<file path="config.mk">
export PLATFORM = sky130hd
export DESIGN_NAME = mac_learning_forward_table_flat
export DESIGN_NICKNAME = d
export VERILOG_FILES = /design/src/hdl/mlft_pkg.sv /design/src/hdl/mlft_if.sv /design/src/hdl/mac_learning_forward_table.sv /design/src/hdl/mlft_cfg_regs.sv /design/src/hdl/mlft_table_mem.sv /design/src/hdl/mlft_engine.sv /design/src/flat_wrapper.sv
export SDC_FILE = /design/constraint.sdc
export NUM_CORES = 2
export LEC_CHECK = 0
export BUFFER_PORTS_ARGS = -buffer_cell sky130_fd_sc_hd__buf_2
export CAP_MARGIN = 10
export CORE_AREA = 10 10 522 651
export CTS_BUF_LIST = sky130_fd_sc_hd__clkbuf_4
export CTS_CLUSTER_SIZE = 12
export DETAILED_ROUTE_END_ITERATION = 10
export DIE_AREA = 0 0 532 661
export PLACE_DENSITY = 0.62
export SYNTH_ARGS = -nofsm -noshare
export SYNTH_HDL_FRONTEND = slang
export SYNTH_HIERARCHICAL = 1
export SYNTH_SLANG_ARGS = --single-unit
</file>
<file path="constraint.sdc">
create_clock -name clk -period 17.5 [get_ports clk]
set_input_delay 1.75 -clock clk [delete_from_list [all_inputs] [get_ports clk]]
set_output_delay 1.75 -clock clk [all_outputs]
set_load 0.01 [all_outputs]
</file>
<file path="src/hdl/mlft_pkg.sv">
// Shared types, constants and register codes of the MAC learning forward table.
package mlft_pkg;

    localparam int TABLE_ENTRIES_DEF = 64;
    localparam int NUM_PORTS_DEF     = 16;

    localparam int MAC_W  = 48;
    localparam int PORT_W = 5;
    localparam int TYPE_W = 16;
    localparam int AGE_W  = 8;
    localparam int ACT_W  = 2;

    localparam int APB_ADDR_W = 4;
    localparam int APB_DATA_W = 32;

    localparam logic [ACT_W-1:0] ACT_FORWARD = 2'd0;
    localparam logic [ACT_W-1:0] ACT_FLOOD   = 2'd1;
    localparam logic [ACT_W-1:0] ACT_DROP    = 2'd2;

    localparam logic [1:0] REG_AGING_START  = 2'd0;
    localparam logic [1:0] REG_DATA_TYPE    = 2'd1;
    localparam logic [1:0] REG_CONTROL_TYPE = 2'd2;

    localparam logic [AGE_W-1:0]  AGING_START_RST  = 8'd10;
    localparam logic [TYPE_W-1:0] DATA_TYPE_RST    = 16'd0;
    localparam logic [TYPE_W-1:0] CONTROL_TYPE_RST = 16'd1;

    typedef struct packed {
        logic [AGE_W-1:0]  aging_start;
        logic [TYPE_W-1:0] data_type_code;
        logic [TYPE_W-1:0] control_type_code;
    } cfg_t;

    typedef struct packed {
        logic              valid;
        logic [MAC_W-1:0]  mac;
        logic [PORT_W-1:0] port;
        logic [AGE_W-1:0]  age;
    } entry_t;

endpackage

</file>
<file path="src/hdl/mlft_if.sv">
// Handshake channels for frame header words and forwarding verdict words.
interface mlft_frame_if import mlft_pkg::*; ();
    logic              valid;
    logic              ready;
    logic [PORT_W-1:0] in_port;
    logic [MAC_W-1:0]  src_mac;
    logic [MAC_W-1:0]  dst_mac;
    logic [TYPE_W-1:0] eth_type;

    modport source (output valid, in_port, src_mac, dst_mac, eth_type, input ready);
    modport sink (input valid, in_port, src_mac, dst_mac, eth_type, output ready);
    modport monitor (input valid, ready, in_port, src_mac, dst_mac, eth_type);
endinterface

interface mlft_verdict_if import mlft_pkg::*; ();
    logic              valid;
    logic              ready;
    logic [ACT_W-1:0]  action;
    logic [PORT_W-1:0] out_port;
    logic              learn_full;

    modport source (output valid, action, out_port, learn_full, input ready);
    modport sink (input valid, action, out_port, learn_full, output ready);
    modport monitor (input valid, ready, action, out_port, learn_full);
endinterface

</file>
<file path="src/hdl/mac_learning_forward_table.sv">
// Top level of the MAC learning forward table.
// One frame header word is taken at a time. A data frame walks the table once,
// matching source and destination together, then learns or refreshes its source
// and presents the verdict. A control frame reads every entry and rewrites each
// valid one in a single pipelined pass; any other type, or a data frame from an
// invalid port, goes straight to the verdict. After reset a clearing pass runs
// before the first header is taken; register writes are accepted throughout. A
// finished verdict waits in an output register while the next header is taken.
module mac_learning_forward_table import mlft_pkg::*;
#(
    parameter int TABLE_ENTRIES = TABLE_ENTRIES_DEF,
    parameter int NUM_PORTS     = NUM_PORTS_DEF
)
(
    input  logic                  clk,
    input  logic                  rst_n,
    mlft_frame_if.sink            frame,
    mlft_verdict_if.source        verdict,
    input  logic                  psel,
    input  logic                  penable,
    input  logic                  pwrite,
    input  logic [APB_ADDR_W-1:0] paddr,
    input  logic [APB_DATA_W-1:0] pwdata,
    output logic [APB_DATA_W-1:0] prdata,
    output logic                  pready
);

    localparam int IDX_W = $clog2(TABLE_ENTRIES);

    cfg_t             cfg;
    logic             wr_en;
    logic [IDX_W-1:0] wr_addr;
    entry_t           wr_data;
    logic             rd_en;
    logic [IDX_W-1:0] rd_addr;
    entry_t           rd_data;

    mlft_cfg_regs u_cfg_regs
    (
        .clk     (clk),
        .rst_n   (rst_n),
        .psel    (psel),
        .penable (penable),
        .pwrite  (pwrite),
        .paddr   (paddr),
        .pwdata  (pwdata),
        .prdata  (prdata),
        .pready  (pready),
        .cfg     (cfg)
    );

    mlft_table_mem #(
        .DEPTH  (TABLE_ENTRIES),
        .ADDR_W (IDX_W)
    ) u_table_mem
    (
        .clk     (clk),
        .wr_en   (wr_en),
        .wr_addr (wr_addr),
        .wr_data (wr_data),
        .rd_en   (rd_en),
        .rd_addr (rd_addr),
        .rd_data (rd_data)
    );

    mlft_engine #(
        .TABLE_ENTRIES (TABLE_ENTRIES),
        .NUM_PORTS     (NUM_PORTS),
        .IDX_W         (IDX_W)
    ) u_engine
    (
        .clk     (clk),
        .rst_n   (rst_n),
        .cfg     (cfg),
        .frame   (frame),
        .verdict (verdict),
        .wr_en   (wr_en),
        .wr_addr (wr_addr),
        .wr_data (wr_data),
        .rd_en   (rd_en),
        .rd_addr (rd_addr),
        .rd_data (rd_data)
    );

endmodule

</file>
<file path="src/hdl/mlft_cfg_regs.sv">
// APB configuration registers of the MAC learning forward table.
module mlft_cfg_regs import mlft_pkg::*;
(
    input  logic                  clk,
    input  logic                  rst_n,
    input  logic                  psel,
    input  logic                  penable,
    input  logic                  pwrite,
    input  logic [APB_ADDR_W-1:0] paddr,
    input  logic [APB_DATA_W-1:0] pwdata,
    output logic [APB_DATA_W-1:0] prdata,
    output logic                  pready,
    output cfg_t                  cfg
);

    cfg_t cfg_reg;
    cfg_t cfg_next;
    logic wr_en;
    logic [1:0] reg_idx;

    assign pready  = 1'b1;
    assign wr_en   = psel && penable && pwrite;
    assign reg_idx = paddr[3:2];
    assign cfg     = cfg_reg;

    always_comb
    begin
        cfg_next = cfg_reg;
        if (wr_en)
        begin
            unique case (reg_idx)
                REG_AGING_START:  cfg_next.aging_start       = pwdata[AGE_W-1:0];
                REG_DATA_TYPE:    cfg_next.data_type_code    = pwdata[TYPE_W-1:0];
                REG_CONTROL_TYPE: cfg_next.control_type_code = pwdata[TYPE_W-1:0];
                default:          cfg_next = cfg_reg;
            endcase
        end
    end

    always_comb
    begin
        unique case (reg_idx)
            REG_AGING_START:  prdata = APB_DATA_W'(cfg_reg.aging_start);
            REG_DATA_TYPE:    prdata = APB_DATA_W'(cfg_reg.data_type_code);
            REG_CONTROL_TYPE: prdata = APB_DATA_W'(cfg_reg.control_type_code);
            default:          prdata = '0;
        endcase
    end

    always_ff @(posedge clk or negedge rst_n)
    begin
        if (!rst_n)
        begin
            cfg_reg.aging_start       <= AGING_START_RST;
            cfg_reg.data_type_code    <= DATA_TYPE_RST;
            cfg_reg.control_type_code <= CONTROL_TYPE_RST;
        end
        else
        begin
            cfg_reg <= cfg_next;
        end
    end

endmodule

</file>
<file path="src/hdl/mlft_table_mem.sv">
// Single-port-write, registered-read memory holding the MAC table entries.
module mlft_table_mem import mlft_pkg::*;
#(
    parameter int DEPTH  = TABLE_ENTRIES_DEF,
    parameter int ADDR_W = $clog2(DEPTH)
)
(
    input  logic              clk,
    input  logic              wr_en,
    input  logic [ADDR_W-1:0] wr_addr,
    input  entry_t            wr_data,
    input  logic              rd_en,
    input  logic [ADDR_W-1:0] rd_addr,
    output entry_t            rd_data
);

    entry_t mem [DEPTH];
    entry_t rd_data_reg;

    assign rd_data = rd_data_reg;

    always_ff @(posedge clk)
    begin
        if (wr_en)
        begin
            mem[wr_addr] <= wr_data;
        end
        if (rd_en)
        begin
            rd_data_reg <= mem[rd_addr];
        end
    end

endmodule

</file>
<file path="src/hdl/mlft_engine.sv">
// Sequencer that scans, learns, ages and issues verdicts over the table memory.
module mlft_engine import mlft_pkg::*;
#(
    parameter int TABLE_ENTRIES = TABLE_ENTRIES_DEF,
    parameter int NUM_PORTS     = NUM_PORTS_DEF,
    parameter int IDX_W         = $clog2(TABLE_ENTRIES)
)
(
    input  logic               clk,
    input  logic               rst_n,
    input  cfg_t               cfg,
    mlft_frame_if.sink         frame,
    mlft_verdict_if.source     verdict,
    output logic               wr_en,
    output logic [IDX_W-1:0]   wr_addr,
    output entry_t             wr_data,
    output logic               rd_en,
    output logic [IDX_W-1:0]   rd_addr,
    input  entry_t             rd_data
);

    localparam logic [2:0] S_CLEAR    = 3'd0;
    localparam logic [2:0] S_IDLE     = 3'd1;
    localparam logic [2:0] S_SCAN     = 3'd2;
    localparam logic [2:0] S_SCAN_END = 3'd3;
    localparam logic [2:0] S_UPDATE   = 3'd4;
    localparam logic [2:0] S_AGE      = 3'd5;
    localparam logic [2:0] S_AGE_END  = 3'd6;
    localparam logic [2:0] S_DONE     = 3'd7;

    localparam logic [IDX_W-1:0] LAST_IDX = IDX_W'(TABLE_ENTRIES - 1);
    localparam logic [6:0]       MAX_PORT = 7'(NUM_PORTS);

    logic [2:0]        state_reg, state_next;
    logic [IDX_W-1:0]  addr_reg, addr_next;
    logic              rd_valid_reg, rd_valid_next;
    logic [IDX_W-1:0]  rd_addr_reg, rd_addr_next;
    logic [PORT_W-1:0] port_reg, port_next;
    logic [MAC_W-1:0]  src_reg, src_next;
    logic [MAC_W-1:0]  dst_reg, dst_next;
    logic              src_hit_reg, src_hit_next;
    logic [IDX_W-1:0]  src_idx_reg, src_idx_next;
    logic [PORT_W-1:0] src_port_reg, src_port_next;
    logic              free_found_reg, free_found_next;
    logic [IDX_W-1:0]  free_idx_reg, free_idx_next;
    logic              dst_hit_reg, dst_hit_next;
    logic [PORT_W-1:0] dst_port_reg, dst_port_next;
    logic [ACT_W-1:0]  pend_action_reg, pend_action_next;
    logic [PORT_W-1:0] pend_port_reg, pend_port_next;
    logic              pend_full_reg, pend_full_next;
    logic              out_valid_reg, out_valid_next;
    logic [ACT_W-1:0]  out_action_reg, out_action_next;
    logic [PORT_W-1:0] out_port_reg, out_port_next;
    logic              out_full_reg, out_full_next;

    logic              port_ok;
    logic              d_hit;
    logic [PORT_W-1:0] d_port;
    logic [AGE_W-1:0]  age_dec;

    assign frame.ready        = (state_reg == S_IDLE);
    assign verdict.valid      = out_valid_reg;
    assign verdict.action     = out_action_reg;
    assign verdict.out_port   = out_port_reg;
    assign verdict.learn_full = out_full_reg;

    assign port_ok = (frame.in_port != '0) && (7'(frame.in_port) <= MAX_PORT);
    assign age_dec = rd_data.age - AGE_W'(1);

    always_comb
    begin
        state_next       = state_reg;
        addr_next        = addr_reg;
        rd_valid_next    = 1'b0;
        rd_addr_next     = addr_reg;
        port_next        = port_reg;
        src_next         = src_reg;
        dst_next         = dst_reg;
        src_hit_next     = src_hit_reg;
        src_idx_next     = src_idx_reg;
        src_port_next    = src_port_reg;
        free_found_next  = free_found_reg;
        free_idx_next    = free_idx_reg;
        dst_hit_next     = dst_hit_reg;
        dst_port_next    = dst_port_reg;
        pend_action_next = pend_action_reg;
        pend_port_next   = pend_port_reg;
        pend_full_next   = pend_full_reg;
        out_valid_next   = out_valid_reg && !verdict.ready;
        out_action_next  = out_action_reg;
        out_port_next    = out_port_reg;
        out_full_next    = out_full_reg;
        wr_en            = 1'b0;
        wr_addr          = addr_reg;
        wr_data          = '0;
        rd_en            = 1'b0;
        rd_addr          = addr_reg;
        d_hit            = dst_hit_reg;
        d_port           = dst_port_reg;

        // scan result stage
        if (rd_valid_reg && (state_reg == S_SCAN || state_reg == S_SCAN_END))
        begin
            if (!src_hit_reg && rd_data.valid && rd_data.mac == src_reg)
            begin
                src_hit_next  = 1'b1;
                src_idx_next  = rd_addr_reg;
                src_port_next = rd_data.port;
            end
            if (!free_found_reg && !rd_data.valid)
            begin
                free_found_next = 1'b1;
                free_idx_next   = rd_addr_reg;
            end
            if (!dst_hit_reg && rd_data.valid && rd_data.mac == dst_reg)
            begin
                dst_hit_next  = 1'b1;
                dst_port_next = rd_data.port;
            end
        end

        // age write-back stage; never collides with the read one address ahead
        if (rd_valid_reg && (state_reg == S_AGE || state_reg == S_AGE_END) && rd_data.valid)
        begin
            wr_en         = 1'b1;
            wr_addr       = rd_addr_reg;
            wr_data.valid = (age_dec != '0);
            wr_data.mac   = rd_data.mac;
            wr_data.port  = rd_data.port;
            wr_data.age   = age_dec;
        end

        unique case (state_reg)
            S_CLEAR:
            begin
                wr_en   = 1'b1;
                wr_addr = addr_reg;
                wr_data = '0;
                if (addr_reg == LAST_IDX)
                begin
                    addr_next  = '0;
                    state_next = S_IDLE;
                end
                else
                begin
                    addr_next = addr_reg + IDX_W'(1);
                end
            end
            S_IDLE:
            begin
                if (frame.valid)
                begin
                    port_next       = frame.in_port;
                    src_next        = frame.src_mac;
                    dst_next        = frame.dst_mac;
                    src_hit_next    = 1'b0;
                    free_found_next = 1'b0;
                    dst_hit_next    = 1'b0;
                    addr_next       = '0;
                    pend_action_next = ACT_DROP;
                    pend_port_next   = '0;
                    pend_full_next   = 1'b0;
                    if (frame.eth_type == cfg.data_type_code)
                    begin
                        state_next = port_ok ? S_SCAN : S_DONE;
                    end
                    else if (frame.eth_type == cfg.control_type_code)
                    begin
                        state_next = S_AGE;
                    end
                    else
                    begin
                        state_next = S_DONE;
                    end
                end
            end
            S_SCAN, S_AGE:
            begin
                rd_en         = 1'b1;
                rd_valid_next = 1'b1;
                rd_addr_next  = addr_reg;
                if (addr_reg == LAST_IDX)
                begin
                    addr_next  = '0;
                    state_next = (state_reg == S_SCAN) ? S_SCAN_END : S_AGE_END;
                end
                else
                begin
                    addr_next = addr_reg + IDX_W'(1);
                end
            end
            S_SCAN_END:
            begin
                state_next = S_UPDATE;
            end
            S_UPDATE:
            begin
                if (src_hit_reg)
                begin
                    wr_en         = 1'b1;
                    wr_addr       = src_idx_reg;
                    wr_data.valid = 1'b1;
                    wr_data.mac   = src_reg;
                    wr_data.port  = src_port_reg;
                    wr_data.age   = cfg.aging_start;
                end
                else if (free_found_reg)
                begin
                    wr_en         = 1'b1;
                    wr_addr       = free_idx_reg;
                    wr_data.valid = 1'b1;
                    wr_data.mac   = src_reg;
                    wr_data.port  = port_reg;
                    wr_data.age   = cfg.aging_start;
                end
                // destination equal to a freshly learned source
                if (!dst_hit_reg && !src_hit_reg && free_found_reg && src_reg == dst_reg)
                begin
                    d_hit  = 1'b1;
                    d_port = port_reg;
                end
                pend_full_next = !src_hit_reg && !free_found_reg;
                if (!d_hit)
                begin
                    pend_action_next = ACT_FLOOD;
                    pend_port_next   = '0;
                end
                else if (d_port == port_reg)
                begin
                    pend_action_next = ACT_DROP;
                    pend_port_next   = '0;
                end
                else
                begin
                    pend_action_next = ACT_FORWARD;
                    pend_port_next   = d_port;
                end
                state_next = S_DONE;
            end
            S_AGE_END:
            begin
                state_next = S_DONE;
            end
            S_DONE:
            begin
                if (!out_valid_reg || verdict.ready)
                begin
                    out_valid_next  = 1'b1;
                    out_action_next = pend_action_reg;
                    out_port_next   = pend_port_reg;
                    out_full_next   = pend_full_reg;
                    state_next      = S_IDLE;
                end
            end
            default:
            begin
                state_next = S_IDLE;
            end
        endcase
    end

    always_ff @(posedge clk or negedge rst_n)
    begin
        if (!rst_n)
        begin
            state_reg     <= S_CLEAR;
            addr_reg      <= '0;
            rd_valid_reg  <= 1'b0;
            out_valid_reg <= 1'b0;
        end
        else
        begin
            state_reg     <= state_next;
            addr_reg      <= addr_next;
            rd_valid_reg  <= rd_valid_next;
            out_valid_reg <= out_valid_next;
        end
    end

    always_ff @(posedge clk)
    begin
        rd_addr_reg     <= rd_addr_next;
        port_reg        <= port_next;
        src_reg         <= src_next;
        dst_reg         <= dst_next;
        src_hit_reg     <= src_hit_next;
        src_idx_reg     <= src_idx_next;
        src_port_reg    <= src_port_next;
        free_found_reg  <= free_found_next;
        free_idx_reg    <= free_idx_next;
        dst_hit_reg     <= dst_hit_next;
        dst_port_reg    <= dst_port_next;
        pend_action_reg <= pend_action_next;
        pend_port_reg   <= pend_port_next;
        pend_full_reg   <= pend_full_next;
        out_action_reg  <= out_action_next;
        out_port_reg    <= out_port_next;
        out_full_reg    <= out_full_next;
    end

endmodule

</file>
<file path="src/flat_wrapper.sv">
// flat-port wrapper written by rule: the top's interface ports become plain ports
module mac_learning_forward_table_flat import mlft_pkg::*;
#(
    parameter int TABLE_ENTRIES = TABLE_ENTRIES_DEF,
    parameter int NUM_PORTS     = NUM_PORTS_DEF
)
  (clk, rst_n, psel, penable, pwrite, paddr, pwdata, prdata, pready, frame_valid, frame_in_port, frame_src_mac, frame_dst_mac, frame_eth_type, frame_ready, verdict_valid, verdict_action, verdict_out_port, verdict_learn_full, verdict_ready);
  mlft_frame_if frame_i ();
  mlft_verdict_if verdict_i ();
  input  logic clk;
  input  logic rst_n;
  input  logic psel;
  input  logic penable;
  input  logic pwrite;
  input  logic [APB_ADDR_W-1:0] paddr;
  input  logic [APB_DATA_W-1:0] pwdata;
  output logic [APB_DATA_W-1:0] prdata;
  output logic pready;
  input wire logic [$bits(frame_i.valid)-1:0] frame_valid;
  input wire logic [$bits(frame_i.in_port)-1:0] frame_in_port;
  input wire logic [$bits(frame_i.src_mac)-1:0] frame_src_mac;
  input wire logic [$bits(frame_i.dst_mac)-1:0] frame_dst_mac;
  input wire logic [$bits(frame_i.eth_type)-1:0] frame_eth_type;
  output wire logic [$bits(frame_i.ready)-1:0] frame_ready;
  output wire logic [$bits(verdict_i.valid)-1:0] verdict_valid;
  output wire logic [$bits(verdict_i.action)-1:0] verdict_action;
  output wire logic [$bits(verdict_i.out_port)-1:0] verdict_out_port;
  output wire logic [$bits(verdict_i.learn_full)-1:0] verdict_learn_full;
  input wire logic [$bits(verdict_i.ready)-1:0] verdict_ready;
  assign frame_i.valid = frame_valid;
  assign frame_i.in_port = frame_in_port;
  assign frame_i.src_mac = frame_src_mac;
  assign frame_i.dst_mac = frame_dst_mac;
  assign frame_i.eth_type = frame_eth_type;
  assign frame_ready = frame_i.ready;
  assign verdict_valid = verdict_i.valid;
  assign verdict_action = verdict_i.action;
  assign verdict_out_port = verdict_i.out_port;
  assign verdict_learn_full = verdict_i.learn_full;
  assign verdict_i.ready = verdict_ready;
  mac_learning_forward_table #(.TABLE_ENTRIES(TABLE_ENTRIES), .NUM_PORTS(NUM_PORTS)) u_core (.clk(clk), .rst_n(rst_n), .frame(frame_i), .verdict(verdict_i), .psel(psel), .penable(penable), .pwrite(pwrite), .paddr(paddr), .pwdata(pwdata), .prdata(prdata), .pready(pready));
endmodule
</file>
==> flow_summary_export.csv <==
group,metric,value,unit
synth,synthFlopType,"edfxtp_1",
clock_network,htree_levels,7,
run,drv_cap,0,
detailed_routing,drtIter0Drc,12500,
sta,worst_slew_pin_slew,1.38,ns
power_and_ir_drop,powerDensity,149,nW/um^2
sta,final-setup-viol-count,0,
floorplanning,coreArea,327000,um^2
detailed_routing,drc_errors,0,
synth,synth_warnings,6,
synth,synthCells,7478,
clock_network,cts_root_buffer,"clkbuf_4",
detailed_routing,wl,484,mm
sta,maxSlewViolCount,0,
final_layout,syn2layout_area_growth,12.0,%
detailed_routing,dr.pass1.iters,6,
final_layout,final_core_util,55.7,%
clock_network,hold_buffers,0,
sta,max_clock_freq,154,MHz
floorplanning,chipWidth,532,um
critical_path,end_kind,"flop",
clock_network,cts.repair.resized,0,
floorplanning,fp.dieArea,352000,um^2
floorplanning,start_util,49.8,%
detailed_routing,ant_nets,0,
final_layout,final_cell_mix,"4169 x edfxtp_1, 1505 x clkbuf_4, 855 x mux4_2",
placement,io_buffers,167,
final_layout,finalNetCount,8770,
clock_network,clock_latency,1.70,ns
placement,placed_cells,11900,
critical_path,critPathLaunchType,"flop",
critical_path,crit_type,"flop to flop",
synth,synth_area_leaders,"edfxtp_1 77%, mux4_2 12%, mux2i_1 1.5%",
placement,dp_hpwl,272,mm
clock_network,cts_setup_buffers,0,
synth,syn_avg_cell_area,21.8,um^2
global_routing,grtUsageTotal,27.3,%
synth,async_flop_share,1.21,%
detailed_routing,vias_per_cell,6.39,
synth,ys_ff_latch,4229,
clock_network,path_clk_slew,0.07,ns
power_and_ir_drop,p_leak,0.0592,uW
status,status,"completed",
sta,maxSlewHeadroom,7.22,%
critical_path,worstPathRequired,18.69,ns
critical_path,path_max_fanout,38,
critical_path,critPathArrivalTime,7.70,ns
global_routing,grt_pass1_vias,89200,
final_layout,largest_reg_flops,3968,
synth,synth_top_area_cell,"edfxtp_1",
clock_network,cts_tree,"yes",
clock_network,clock_sinks,4229,
sta,period_share,37.2,%
floorplanning,die_h,661,um
placement,place.gp.congestion,0.889,
clock_network,clockBufferDepth,5,
global_routing,grt_pass1_wl,672,mm
synth,synth.distinct_cells,78,
synth,netlist_area,163000,um^2
synth,yosysTopAreaCellShare,76.9,%
power_and_ir_drop,ir_worst_vdd,129,uV
final_layout,drive_gt1_share,34.2,%
clock_network,cts-buffers-inserted,1104,
detailed_routing,wire_per_inst,35.5,um
hold_path,hold_path.class,"input port to flop",
sta,fin_setup_tns,0,ns
sta,hold_violations,0,
synth,yosysSeqAreaShare,77.8,%
sta,grt_setup_unrepaired,"no",
final_layout,layout_commonest_cell,"edfxtp_1",
global_routing,gr-total-overflow,0,
global_routing,antenna_found_initial,20,
sta,skew,0.206,ns
synth,synth_edf_count,4169,
detailed_routing,dr_total_vias,87200,
sta,post-route-min-period,6.51,ns
final_layout,fin_cells,13600,
floorplanning,ios,203,
global_routing,grt_max_degree,135,
floorplanning,std_cell_rows,235,
==> final cells by class <==
class / count / area (um^2)
antenna: 17 / 42.5
clock buffer: 1505 / 11300
clock inverter: 227 / 1100
fill: 25100 / 145000
inverter: 12 / 50.0
multi-input combinational: 2822 / 34600
sequential: 4229 / 127000
tap: 4384 / 5490
timing repair buffer: 438 / 3020
==> kinds of logic after synthesis <==
family / share of synthesized area [%]
muxes: 14.3
AOI/OAI and AO/OA: 3.50
buffers and inverters: 1.47
other: 0.00462
xor gates and xnor gates: 1.01
and+or+nand+nor: 1.85
DFF: 77.8
adders and majority gates: 0.0231
==> worst max-delay path: stages (launching register included) <==
cell and delay [ns]:
dfrtp_1 0.64, xnor2_1 0.19, nor2_4 0.12, buf_4 0.59, a21o_1 0.30, o31ai_1 0.19
buf_4 0.21, a221o_1 0.42, nor2b_1 0.29, nand3_1 0.59, nor2_4 1.09, buf_4 0.53
buf_4 0.76
==> Yosys cell counts, drive strengths merged (15+ instances only) <==
master and n:
a211oi 29, a21oi 38, a221oi 33, a22o 89, a22oi 106, a2bb2oi 15
and3 22, buf 279, clkbuf 151, dfrtp 48, edfxtp 4169, mux2 138
mux2i 243, mux4 855, nand2 87, nand2b 25, nand3 59, nand4 30
nor2 129, nor2b 70, nor3 49, nor4 69, o21ai 109, o221ai 64
o22a 18, o22ai 241, xnor2 58, xor2 129
==> power by group <==
group          internal [uW]  switching (uW)  total, uW
Combinational           2750            4190       6940
Sequential             12000             410      12400
Clock                   4050            3800       7860
==> per-layer routing <==
| metal | vias to the layer above | share of wire, % | global-route usage [%] |
|---|---|---|---|
| met5 | - | 0.0087 | 0 |
| met4 | 2 | 4.7 | 13.2 |
| li1 | 34500 | - | - |
| met2 | 5544 | 48 | 43.3 |
| met3 | 950 | 11 | 7.69 |
| met1 | 46200 | 36 | 35.1 |
==> metrics by stage <==
| stage | power, uW | area, um^2 | worst slack (ns) | hold slack [ns] |
|---|---|---|---|---|
| floorplan | 17200 | 163000 | 10.77 | 0.400 |
| global placement | 19400 | 170000 | 11.25 | 0.422 |
| detailed placement | 19500 | 170000 | 11.22 | 0.417 |
| CTS | 27300 | 182000 | 11.16 | 0.0344 |
| global route | 28300 | 182000 | 10.96 | 0.108 |
| finish | 27200 | 182000 | 10.99 | 0.240 |
==> final timing paths <==
| check | endpoint | cells after the start | slack (ns) | from |
|---|---|---|---|---|
| worst max-delay path | u_core/u_table_mem/mem[38][22]$_DFFE_PP_ | 12 | 10.99 | u_core/u_engine/state_reg[0]$_DFFE_PN0P_ |
| worst min-delay path | u_core/u_engine/src_reg[3]$_DFFE_PP_ | 1 | 0.24 | frame_src_mac[3] |
| worst max register to register | u_core/u_table_mem/mem[38][22]$_DFFE_PP_ | 12 | 10.99 | u_core/u_engine/state_reg[0]$_DFFE_PN0P_ |
| worst min register to register | u_core/u_engine/free_idx_reg[4]$_DFFE_PP_ | 0 | 0.41 | u_core/u_engine/rd_addr_reg[4]$_DFF_P_ |
| max in group asynchronous | u_core/u_engine/rd_addr[1]$_DFFE_PN0P_ | 2 | 16.59 | rst_n |
| min in group asynchronous | u_core/u_engine/rd_valid_reg$_DFF_PN0_ | 2 | 0.29 | rst_n |
No activity file was read; power rests on OpenSTA's default activity.
